### config.mk
export PLATFORM = sky130hd
export DESIGN_NAME = alpha_blend_pixel_pack_core
export DESIGN_NICKNAME = d
export VERILOG_FILES = /design/src/hdl/abpp_pkg.sv /design/src/hdl/alpha_blend_pixel_pack_core.sv
export VERILOG_INCLUDE_DIRS = /design/src /design/src/hdl
export SDC_FILE = /design/constraint.sdc
export NUM_CORES = 2
export LEC_CHECK = 0
export BUFFER_PORTS_ARGS = -buffer_cell sky130_fd_sc_hd__buf_4
export CAP_MARGIN = 10
export CELL_PAD_IN_SITES_DETAIL_PLACEMENT = 1
export CELL_PAD_IN_SITES_GLOBAL_PLACEMENT = 2
export CORE_MARGIN = 3
export CORE_UTILIZATION = 38
export DETAILED_ROUTE_END_ITERATION = 16
export HOLD_SLACK_MARGIN = 0.08
export PLACE_DENSITY_LB_ADDON = 0.1
export SYNTH_ARGS = -nofsm -noshare
export SYNTH_HDL_FRONTEND = slang
export SYNTH_SLANG_ARGS = --single-unit
### constraint.sdc
create_clock -name i_clk -period 11.4 [get_ports i_clk]
set_input_delay 0.57 -clock i_clk [delete_from_list [all_inputs] [get_ports i_clk]]
set_output_delay 0.57 -clock i_clk [all_outputs]
set_load 0.02 [all_outputs]
### src/hdl/alpha_blend_pixel_pack_core_assert.svh
// Assertion macros for the alpha blend pixel packer.
// Included by alpha_blend_pixel_pack_core; depends on nothing else.
`ifndef ALPHA_BLEND_PIXEL_PACK_CORE_ASSERT_SVH
`define ALPHA_BLEND_PIXEL_PACK_CORE_ASSERT_SVH
`ifndef SYNTHESIS
`define ABPP_ASSERT_SAME(label, clk, rst_n, ante, cons) \
    label: assert property (@(posedge clk) disable iff (!rst_n) (ante) |-> (cons)) \
        else $error("abpp same-cycle check failed");
`define ABPP_ASSERT_NEXT(label, clk, rst_n, ante, cons) \
    label: assert property (@(posedge clk) disable iff (!rst_n) (ante) |=> (cons)) \
        else $error("abpp next-cycle check failed");
`else
`define ABPP_ASSERT_SAME(label, clk, rst_n, ante, cons)
`define ABPP_ASSERT_NEXT(label, clk, rst_n, ante, cons)
`endif
`endif

### src/hdl/abpp_pkg.sv
// Constants, register codes and constant-division helpers for the pixel packer.
// Used by alpha_blend_pixel_pack_core; depends on nothing else.
package abpp_pkg;

    localparam int NUM_CH   = 3;
    localparam int N_STAGES = 6;

    typedef enum logic [2:0] {
        CFG_RED_OFFSET   = 3'd0,
        CFG_RED_LENGTH   = 3'd1,
        CFG_GREEN_OFFSET = 3'd2,
        CFG_GREEN_LENGTH = 3'd3,
        CFG_BLUE_OFFSET  = 3'd4,
        CFG_BLUE_LENGTH  = 3'd5,
        CFG_PIXEL_BYTES  = 3'd6
    } t_cfg_index;

    // x / 255 == (x * DIV255_MAGIC) >> DIV255_SHIFT for every 16-bit x.
    localparam logic [16:0] DIV255_MAGIC = 17'h08081;
    localparam int          DIV255_SHIFT = 23;

    function automatic logic [31:0] byte_mask(input logic [2:0] pixel_bytes);
        logic [31:0] m;
        case (pixel_bytes)
            3'd0:    m = 32'h0000_0000;
            3'd1:    m = 32'h0000_00FF;
            3'd2:    m = 32'h0000_FFFF;
            3'd3:    m = 32'h00FF_FFFF;
            default: m = 32'hFFFF_FFFF;
        endcase
        return m;
    endfunction

    // Field mask for reading a previous channel; lengths of zero or above eight read as 0.
    function automatic logic [7:0] read_mask(input logic [5:0] len);
        logic [7:0] m;
        case (len)
            6'd1:    m = 8'h01;
            6'd2:    m = 8'h03;
            6'd3:    m = 8'h07;
            6'd4:    m = 8'h0F;
            6'd5:    m = 8'h1F;
            6'd6:    m = 8'h3F;
            6'd7:    m = 8'h7F;
            6'd8:    m = 8'hFF;
            default: m = 8'h00;
        endcase
        return m;
    endfunction

    // ceil(2^32 / (2^len - 1)); the quotient is exact for any 16-bit dividend.
    function automatic logic [31:0] expand_recip(input logic [5:0] len);
        logic [31:0] m;
        case (len)
            6'd2:    m = 32'h5555_5556;
            6'd3:    m = 32'h2492_4925;
            6'd4:    m = 32'h1111_1112;
            6'd5:    m = 32'h0842_1085;
            6'd6:    m = 32'h0410_4105;
            6'd7:    m = 32'h0204_0811;
            6'd8:    m = 32'h0101_0102;
            default: m = 32'h0000_0000;
        endcase
        return m;
    endfunction

    // (2^(8*j) - 1) / 255: one set bit per whole byte of the field.
    function automatic logic [31:0] byte_repeat(input logic [2:0] j);
        logic [31:0] r;
        case (j)
            3'd0:    r = 32'h0000_0000;
            3'd1:    r = 32'h0000_0001;
            3'd2:    r = 32'h0000_0101;
            3'd3:    r = 32'h0001_0101;
            default: r = 32'h0101_0101;
        endcase
        return r;
    endfunction

endpackage

### src/hdl/alpha_blend_pixel_pack_core.sv
// Alpha blend pixel packer: unpack, blend and repack one framebuffer pixel per request.
// Depends on abpp_pkg and alpha_blend_pixel_pack_core_assert.svh.
//
// Channel   Handshake              Payload
// s_axis    tvalid/tready          tdata: src_red, src_green, src_blue, coverage, prev_pixel
// m_axis    tvalid/tready          tdata: new_pixel; tuser: write_enable
// cfg       i_cfg_wr_en            i_cfg_index, i_cfg_wdata (no read-back)
//
// Six register stages: field extract, channel expand, blend, divide by 255,
// field rescale, pack and mask. One request is taken every cycle while m_axis
// accepts. Each stage holds its request while the next one is full, so a
// stall on m_axis fills the empty stages before s_axis_tready drops.
// Reset (synchronous, active low) empties the pipeline and loads the default
// 8:8:8 layout with four bytes per pixel.
`include "alpha_blend_pixel_pack_core_assert.svh"

module alpha_blend_pixel_pack_core
    import abpp_pkg::*;
(
    input  logic        i_clk,
    input  logic        i_rst_n,
    input  logic        i_cfg_wr_en,
    input  logic [2:0]  i_cfg_index,
    input  logic [5:0]  i_cfg_wdata,
    input  logic        s_axis_tvalid,
    output logic        s_axis_tready,
    // [7:0] src_red, [15:8] src_green, [23:16] src_blue, [31:24] coverage,
    // [63:32] prev_pixel
    input  logic [63:0] s_axis_tdata,
    output logic        m_axis_tvalid,
    input  logic        m_axis_tready,
    // [31:0] new_pixel
    output logic [31:0] m_axis_tdata,
    // [0] write_enable
    output logic        m_axis_tuser
);

    // Configuration, indexed red, green, blue.
    logic [4:0] r_off [NUM_CH];
    logic [5:0] r_len [NUM_CH];
    logic [2:0] r_pixel_bytes;

    logic [N_STAGES-1:0] r_vld;
    logic [N_STAGES-1:0] w_rdy;

    // Stage registers.
    logic [7:0]  r1_src [NUM_CH];
    logic [15:0] r1_x   [NUM_CH];
    logic [7:0]  r1_cov;
    logic [31:0] r1_prev;

    logic [7:0]  r2_src [NUM_CH];
    logic [7:0]  r2_q   [NUM_CH];
    logic [7:0]  r2_cov;
    logic [31:0] r2_prev;

    logic [15:0] r3_y   [NUM_CH];
    logic        r3_we;
    logic [31:0] r3_prev;

    logic [7:0]  r4_v   [NUM_CH];
    logic        r4_we;
    logic [31:0] r4_prev;

    logic [31:0] r5_hi  [NUM_CH];
    logic [6:0]  r5_lo  [NUM_CH];
    logic        r5_we;
    logic [31:0] r5_prev;

    logic [31:0] r6_pixel;
    logic        r6_we;

    // Next values.
    logic [31:0] n_prev;
    logic [7:0]  n_field [NUM_CH];
    logic [15:0] n_x     [NUM_CH];
    logic [47:0] n_div   [NUM_CH];
    logic [7:0]  n_q     [NUM_CH];
    logic [15:0] n_sa    [NUM_CH];
    logic [15:0] n_pb    [NUM_CH];
    logic [16:0] n_y     [NUM_CH];
    logic [31:0] n_vprod [NUM_CH];
    logic [5:0]  n_wlen  [NUM_CH];
    logic [14:0] n_u     [NUM_CH];
    logic [14:0] n_w     [NUM_CH];
    logic [46:0] n_hprod [NUM_CH];
    logic [31:0] n_lprod [NUM_CH];
    logic [31:0] n_word;

    // A stage takes new data when it is empty or its content moves on.
    always_comb begin
        w_rdy[N_STAGES-1] = !r_vld[N_STAGES-1] || m_axis_tready;
        for (int k = N_STAGES - 2; k >= 0; k--) begin
            w_rdy[k] = !r_vld[k] || w_rdy[k+1];
        end
    end

    assign s_axis_tready = w_rdy[0];
    assign m_axis_tvalid = r_vld[N_STAGES-1];
    assign m_axis_tdata  = r6_pixel;
    assign m_axis_tuser  = r6_we;

    always_ff @(posedge i_clk) begin
        if (!i_rst_n) begin
            r_off[0]      <= 5'd16;
            r_len[0]      <= 6'd8;
            r_off[1]      <= 5'd8;
            r_len[1]      <= 6'd8;
            r_off[2]      <= 5'd0;
            r_len[2]      <= 6'd8;
            r_pixel_bytes <= 3'd4;
        end else if (i_cfg_wr_en) begin
            case (i_cfg_index)
                CFG_RED_OFFSET:   r_off[0]      <= i_cfg_wdata[4:0];
                CFG_RED_LENGTH:   r_len[0]      <= i_cfg_wdata;
                CFG_GREEN_OFFSET: r_off[1]      <= i_cfg_wdata[4:0];
                CFG_GREEN_LENGTH: r_len[1]      <= i_cfg_wdata;
                CFG_BLUE_OFFSET:  r_off[2]      <= i_cfg_wdata[4:0];
                CFG_BLUE_LENGTH:  r_len[2]      <= i_cfg_wdata;
                CFG_PIXEL_BYTES:  r_pixel_bytes <= i_cfg_wdata[2:0];
                default: ;
            endcase
        end
    end

    always_ff @(posedge i_clk) begin
        if (!i_rst_n) begin
            r_vld <= '0;
        end else begin
            if (w_rdy[0]) begin
                r_vld[0] <= s_axis_tvalid;
            end
            for (int k = 1; k < N_STAGES; k++) begin
                if (w_rdy[k]) begin
                    r_vld[k] <= r_vld[k-1];
                end
            end
        end
    end

    always_comb begin
        n_prev = s_axis_tdata[63:32] & byte_mask(r_pixel_bytes);
        n_word = 32'h0;
        for (int c = 0; c < NUM_CH; c++) begin
            // Stage 1: pull the old field out and scale it by 255.
            n_field[c] = 8'(n_prev >> r_off[c]) & read_mask(r_len[c]);
            n_x[c]     = {n_field[c], 8'h00} - {8'h00, n_field[c]};
            // Stage 2: divide by the field maximum; a one-bit field divides by one.
            n_div[c]   = 48'(r1_x[c]) * 48'(expand_recip(r_len[c]));
            n_q[c]     = (r_len[c] == 6'd1) ? r1_x[c][7:0] : n_div[c][39:32];
            // Stage 3: weighted sum with rounding.
            n_sa[c]    = 16'(r2_src[c]) * 16'(r2_cov);
            n_pb[c]    = 16'(r2_q[c]) * 16'(8'd255 - r2_cov);
            n_y[c]     = 17'(n_sa[c]) + 17'(n_pb[c]) + 17'd127;
            // Stage 4: divide by 255.
            n_vprod[c] = 32'(r3_y[c]) * 32'(DIV255_MAGIC);
            // Stage 5: v * (2^L - 1) / 255 split into whole bytes of the field
            // plus the leftover L mod 8 bits, which needs a small division.
            n_wlen[c]  = (r_len[c] >= 6'd32) ? 6'd32 : r_len[c];
            n_u[c]     = 15'(r4_v[c]) << n_wlen[c][2:0];
            n_w[c]     = n_u[c] - 15'(r4_v[c]);
            n_hprod[c] = 47'(n_u[c]) * 47'(byte_repeat(n_wlen[c][5:3]));
            n_lprod[c] = 32'(n_w[c]) * 32'(DIV255_MAGIC);
            // Stage 6: place the field and merge.
            n_word     = n_word | ((r5_hi[c] + 32'(r5_lo[c])) << r_off[c]);
        end
    end

    always_ff @(posedge i_clk) begin
        if (w_rdy[0]) begin
            for (int c = 0; c < NUM_CH; c++) begin
                r1_src[c] <= s_axis_tdata[c*8 +: 8];
                r1_x[c]   <= n_x[c];
            end
            r1_cov  <= s_axis_tdata[31:24];
            r1_prev <= n_prev;
        end
        if (w_rdy[1]) begin
            for (int c = 0; c < NUM_CH; c++) begin
                r2_src[c] <= r1_src[c];
                r2_q[c]   <= n_q[c];
            end
            r2_cov  <= r1_cov;
            r2_prev <= r1_prev;
        end
        if (w_rdy[2]) begin
            for (int c = 0; c < NUM_CH; c++) begin
                r3_y[c] <= n_y[c][15:0];
            end
            r3_we   <= (r2_cov != 8'd0);
            r3_prev <= r2_prev;
        end
        if (w_rdy[3]) begin
            for (int c = 0; c < NUM_CH; c++) begin
                r4_v[c] <= n_vprod[c][DIV255_SHIFT +: 8];
            end
            r4_we   <= r3_we;
            r4_prev <= r3_prev;
        end
        if (w_rdy[4]) begin
            for (int c = 0; c < NUM_CH; c++) begin
                r5_hi[c] <= n_hprod[c][31:0];
                r5_lo[c] <= n_lprod[c][DIV255_SHIFT +: 7];
            end
            r5_we   <= r4_we;
            r5_prev <= r4_prev;
        end
        if (w_rdy[5]) begin
            // Zero coverage passes the masked old pixel and suppresses the write.
            r6_pixel <= r5_we ? (n_word & byte_mask(r_pixel_bytes)) : r5_prev;
            r6_we    <= r5_we;
        end
    end

    `ABPP_ASSERT_SAME(a_empty_front_ready, i_clk, i_rst_n, !r_vld[0], s_axis_tready)
    `ABPP_ASSERT_SAME(a_empty_out_ready, i_clk, i_rst_n, !m_axis_tvalid, s_axis_tready)
    `ABPP_ASSERT_NEXT(a_accept_lands, i_clk, i_rst_n, s_axis_tvalid && s_axis_tready, r_vld[0])
    `ABPP_ASSERT_NEXT(a_last_moves_out, i_clk, i_rst_n,
        r_vld[N_STAGES-2] && w_rdy[N_STAGES-1], m_axis_tvalid)

endmodule

* Yosys cells after proc, flatten, opt, wreduce, memory -nomap -nowiden
Memories as Yosys holds them, arrays and structs flattened.
Index checks and enable logic that the tools add are counted.
** Word-level totals
- Register bits after elaboration :: 221
- RAM bits :: 342
- Memory bits (read-only) :: 384
- Input port bits :: 78
- Output and inout port bits :: 35
- Word-level logic and storage cells :: 214
- Memories :: 13
** Cells by class
- Add/subtract/negate cells :: 16
- Multiply operators :: 18
- Magnitude comparators :: 3
- Equality and inequality tests :: 42
- Shifts and indexed selects :: 9
- Mux-type cells :: 59
- Bitwise operators :: 13
- Reductions and logical operators :: 22
** Memory list
- (no name shown) :: words 16, bits a word 8, rd ports 1, clocked after memory_dff 0, wr ports 0, line abpp_pkg.sv:37 : case (len)
- (no name shown) :: words 16, bits a word 8, rd ports 1, clocked after memory_dff 0, wr ports 0, line abpp_pkg.sv:37
- (no name shown) :: words 16, bits a word 8, rd ports 1, clocked after memory_dff 0, wr ports 0, line abpp_pkg.sv:37
- r5_hi :: words 3, bits a word 32, rd ports 3, clocked after memory_dff 0, wr ports 3, line alpha_blend_pixel_pack_core.sv:65 : logic [31:0] r5_hi [NUM_CH];
- r1_x :: words 3, bits a word 16, rd ports 3, clocked after memory_dff 0, wr ports 3, line alpha_blend_pixel_pack_core.sv:48 : logic [15:0] r1_x [NUM_CH];
- r3_y :: words 3, bits a word 16, rd ports 3, clocked after memory_dff 0, wr ports 3, line alpha_blend_pixel_pack_core.sv:57 : logic [15:0] r3_y [NUM_CH];
- +7 memories
** Operators by type and width (count)
- $pmux W31 S7 :: 3
- $pmux W25 S4 :: 3
- $pmux W32 S4 :: 1
- $mul A16 B32 Y40 :: 3
- $add A32 B7 Y32 :: 3
- $mul A15 B32 Y32 :: 3
- $shl A32 B5 Y32 :: 3
- $shr A32 B5 Y8 :: 3
- $mul A16 B16 Y31 const B :: 3
- $mul A15 B16 Y30 const B :: 3
- $eq A6 B3 Y1 const B :: 12
- $and A32 B32 Y32 :: 2
- $mux W32 :: 2
- $or A32 B32 Y32 :: 2
- $add A16 B16 Y16 :: 3
- $add A16 B7 Y16 const B :: 3
- $mul A8 B8 Y16 :: 3
- $mux W8 :: 6
- $sub A16 B8 Y16 :: 3
- $shl A8 B3 Y15 :: 3
- $sub A15 B8 Y15 :: 3
- $eq A6 B2 Y1 const B :: 6
- $mux W6 :: 6
- $mux W1 :: 35
- other kinds (18) :: 65

* Logic depth before layout (Yosys ltp)
- Depth in word-level cells :: 9
- Depth in mapped cells :: 35
- Depth with buffers taken out :: 33

* Worst setup path before layout
Ideal clock, no wire load.
- Kind :: register to register
- Start :: memory r_len[2][5], in the netlist r_len[0][17]
- End :: memory r2_q[2][7], in the netlist r2_q[0][23], data pin
- Library setup time :: 0.281 ns
- Arrival time :: 7.770 ns
- Data required time :: 11.119 ns
- Setup slack :: 3.349 ns
- Cell stages (with the launch flop) :: 28
- Buffers on the path :: 3
- Period minus slack after synthesis :: 8.051 ns
- Cells stage by stage :: edfxtp_1 > clkbuf_1 > or3_1 > clkbuf_1 > a211oi_1 > nand2b_1 > clkbuf_1 > nand2_1 > fa_1 > inv_1 > fa_1 > inv_1 > fa_1 > inv_1 > fa_1 > fa_1 > fa_1 > ha_1 > a21o_1 > a21o_1 > a211o_1 > a221oi_1 > o21bai_1 > a2111oi_0 > o21ai_0 > a31oi_1 > xnor2_1 > o21ai_0
** RTL lines
- start, declared :: line alpha_blend_pixel_pack_core.sv:40 : logic [5:0] r_len [NUM_CH];
- end, declared :: line alpha_blend_pixel_pack_core.sv:53 : logic [7:0] r2_q [NUM_CH];

==> flow_summary.toml <==
[status]
status = "finished, final reports clean"

[power_and_ir_drop]
powerDensity_nw_per_um2 = 187.2
switchingPower_mw = 9.267
p_int_mw = 9.730
vdd_ir_drop_max_mv = 0.1922
p_leak_nw = 51.20
switching_share = 0.4878
pwr-share-comb = 0.663
total_power_mw = 19.00
power.share.sequential = 0.204
pwr-share-clk = 0.133

[synthesis]
synth_top_flop_cell = "edfxtp_1"
ys_ff_latch = 563
ys_warn_count = 0
synthCells = 9964
syn_area_per_cell_um2 = 9.445
synthArstFlopShare = 0
synth.cell_area_um2 = 94110
synth_cell_types = 96
ys_seq_area_frac = 0.1787
synth-edff-count = 554
synthesis.nets = 12550

[floorplanning]
dieWidth_um = 503.6
rows = 182
start_util = 0.3823
ioPinCount = 113
fp.dieH_um = 503.6
dieArea_um2 = 253700
core_um2 = 246200

[timing]
fin_crit_sh = 0.8080
fin_setup_tns_ns = 0
period_minus_slack_ns = 9.211
rsz0062_at_grt = "false"
finalMaxSlewViolations = 0
hold_viol_final = 0
skew_ns = 0.08358
tightest_slew_ns = 1.213
worst_slack_ns = 2.189
max_freq_ghz = 0.1086
setup_viol = 0
relSlewSlack = 0.1862

[detailed_routing]
ant_nets = 0
wire_per_inst_um = 25.91
vias = 72440
drc = 0
viasPerCell = 5.452
wl_um = 344200
drt_iter0_markers = 5052
drt-pass1-iter-count = 6

[global_routing]
grtUsageTotal = 0.2738
grt_pass1_vias = 78880
grt_max_degree = 115
grt_pass1_wl_um = 519700
grt.overflow.total = 0
antenna_found_initial = 14

[cells_and_area]
nets = 12490
final_cell_mix = "inv_1 (1835), ha_1 (1322), fa_1 (1184), nand2_1 (857), edfxtp_1 (554)"
final_cells = 13290
final_common_cell = "inv_1"
syn_to_final_growth_pct = 7.853
drive_gt1_frac = 0.06104

[min_path]
hp-class = "input pin to register"

[clock_tree]
htree_levels = 3
cts_setup_buffers = 0
clk_path_buf_depth = 3
cts_buffers = 75
root_buffer = "clkbuf_16"
tritoncts = "built"
clkLatencyLatePin_ns = 0.74
clkTransAtPathRegs_ns = 0.06
cts.sinks = 563

[worst_setup_path]
path_max_fanout = 21
r2r_setup_slack_ns = 2.19
critPathArrivalTime_ns = 9.63
startpoint_type = "register"
critPathKind = "register to register"
worstPathRequired_ns = 11.82
end_kind = "register"

[placement]
place_congestion = 0.9392
detailedPlace.worstSlack_ns = 2.409
hpwl_um = 284400
io_buffers = 112
placed_cells = 13110

[flow_run]
max_cap_violations = 0
metal layers:
layer / routed length, um / track usage
met1: 157900 / 0.3833
met2: 162100 / 0.4526
met3: 15830 / 0.03106
met4: 8378 / 0.06515
met5: 0 / 0
power by group through the flow:
| stage | Clock [mW] | Combinational [mW] | Sequential (mW) |
|---|---|---|---|
| after floorplan | 0 | 8.80 | 3.44 |
| after global placement | 0 | 12.2 | 3.90 |
| after detailed placement | 0 | 12.6 | 3.90 |
| after CTS | 2.61 | 12.8 | 3.87 |
| after global routing | 2.69 | 14.4 | 3.93 |
| final | 2.53 | 12.6 | 3.88 |
worst paths after layout:
| path | end | cells after the start | from |
|---|---|---|---|
| worst max-delay path | r2_q[0][23]$_DFFE_PP_ | 24 | r_len[0][17]$_DFFE_PP_ |
| worst min-delay path | r_pixel_bytes[2]$_SDFFE_PN1P_ | 2 | i_rst_n |
| worst max register to register | r2_q[0][23]$_DFFE_PP_ | 24 | r_len[0][17]$_DFFE_PP_ |
| worst min register to register | r2_prev[20]$_DFFE_PP_ | 0 | r1_prev[20]$_DFFE_PP_ |
state kept, by name (all words and copies together) (netlist names), 18 cells and up:
| name | cells |
|---|---|
| r4_prev | 32 |
| r5_hi | 96 |
| r4_v | 24 |
| r2_q | 24 |
| r3_y | 48 |
| r1_x | 48 |
| r5_prev | 32 |
| r_len | 18 |
| r2_prev | 32 |
| r3_prev | 32 |
| r5_lo | 21 |
| m_axis_tdata | 32 |
| r1_src | 24 |
| r2_src | 24 |
| r1_prev | 32 |
synth_stat cells (all sizes together) (159+ instances only):
master,number,share of area
xnor2,202,0.019
nand2,859,0.034
nor2,535,0.021
edfxtp,554,0.18
clkbuf,319,0.013
fa,1184,0.25
ha,1322,0.18
o21ai,268,0.014
a21oi,266,0.014
and2,432,0.029
inv,1840,0.073
nor2b,173,0.012
nand2b,159,0.011
through the flow:
step | hold slack, ns | utilization | instance area, um^2
after floorplan | 0.4003 | - | 94110
after global placement | 0.4007 | 0.4002 | 98500
after detailed placement | 0.4052 | 0.4002 | 98510
after CTS | 0.08208 | 0.4122 | 101500
after global routing | 0.1185 | 0.4122 | 101500
final | 0.1511 | 0.4123 | 101500
kinds of logic after synthesis:
kind of cell,synth area share
buffers and inverters,0.08982
and+or+nand+nor,0.1443
DFF,0.1787
adders and majority gates,0.4276
muxes,0.03608
xor gates and xnor gates,0.02587
AOI/OAI and AO/OA,0.09760
area by class of cell:
| type | instances | area (um^2) |
|---|---|---|
| Clock buffer | 78 | 1909 |
| Timing Repair Buffer | 256 | 2034 |
| Clock inverter | 53 | 693.2 |
| Antenna cell | 13 | 32.53 |
| Multi-Input combinational cell | 7164 | 68930 |
| Sequential cell | 563 | 16820 |
| Tap cell | 3312 | 4144 |
| Fill cell | 27950 | 144700 |
| Inverter | 1847 | 6935 |
critical path, stage by stage, from the launching register on:
cell       delay [ns]
edfxtp_1         0.65
nor2_1           0.96
nand2_1          0.30
nand2b_1         0.67
nand2_1          0.28
fa_1             0.54
inv_1            0.05
fa_1             0.53
inv_1            0.06
fa_1             0.50
inv_1            0.06
fa_1             0.55
fa_1             0.43
fa_1             0.45
ha_1             0.30
a21o_1           0.17
a21o_1           0.17
a211o_1          0.40
a221oi_1         0.29
o21bai_1         0.12
a2111oi_0        0.67
o21ai_0          0.26
a31oi_1          0.24
xnor2_1          0.14
o21ai_0          0.09
timing repair:
item | CTS | global route
resized for setup | 0 | 0
hold buffers | 35 | 0
hold endpoints to repair | 35 | 0
Note: power is estimated with default switching activity, not from simulation.
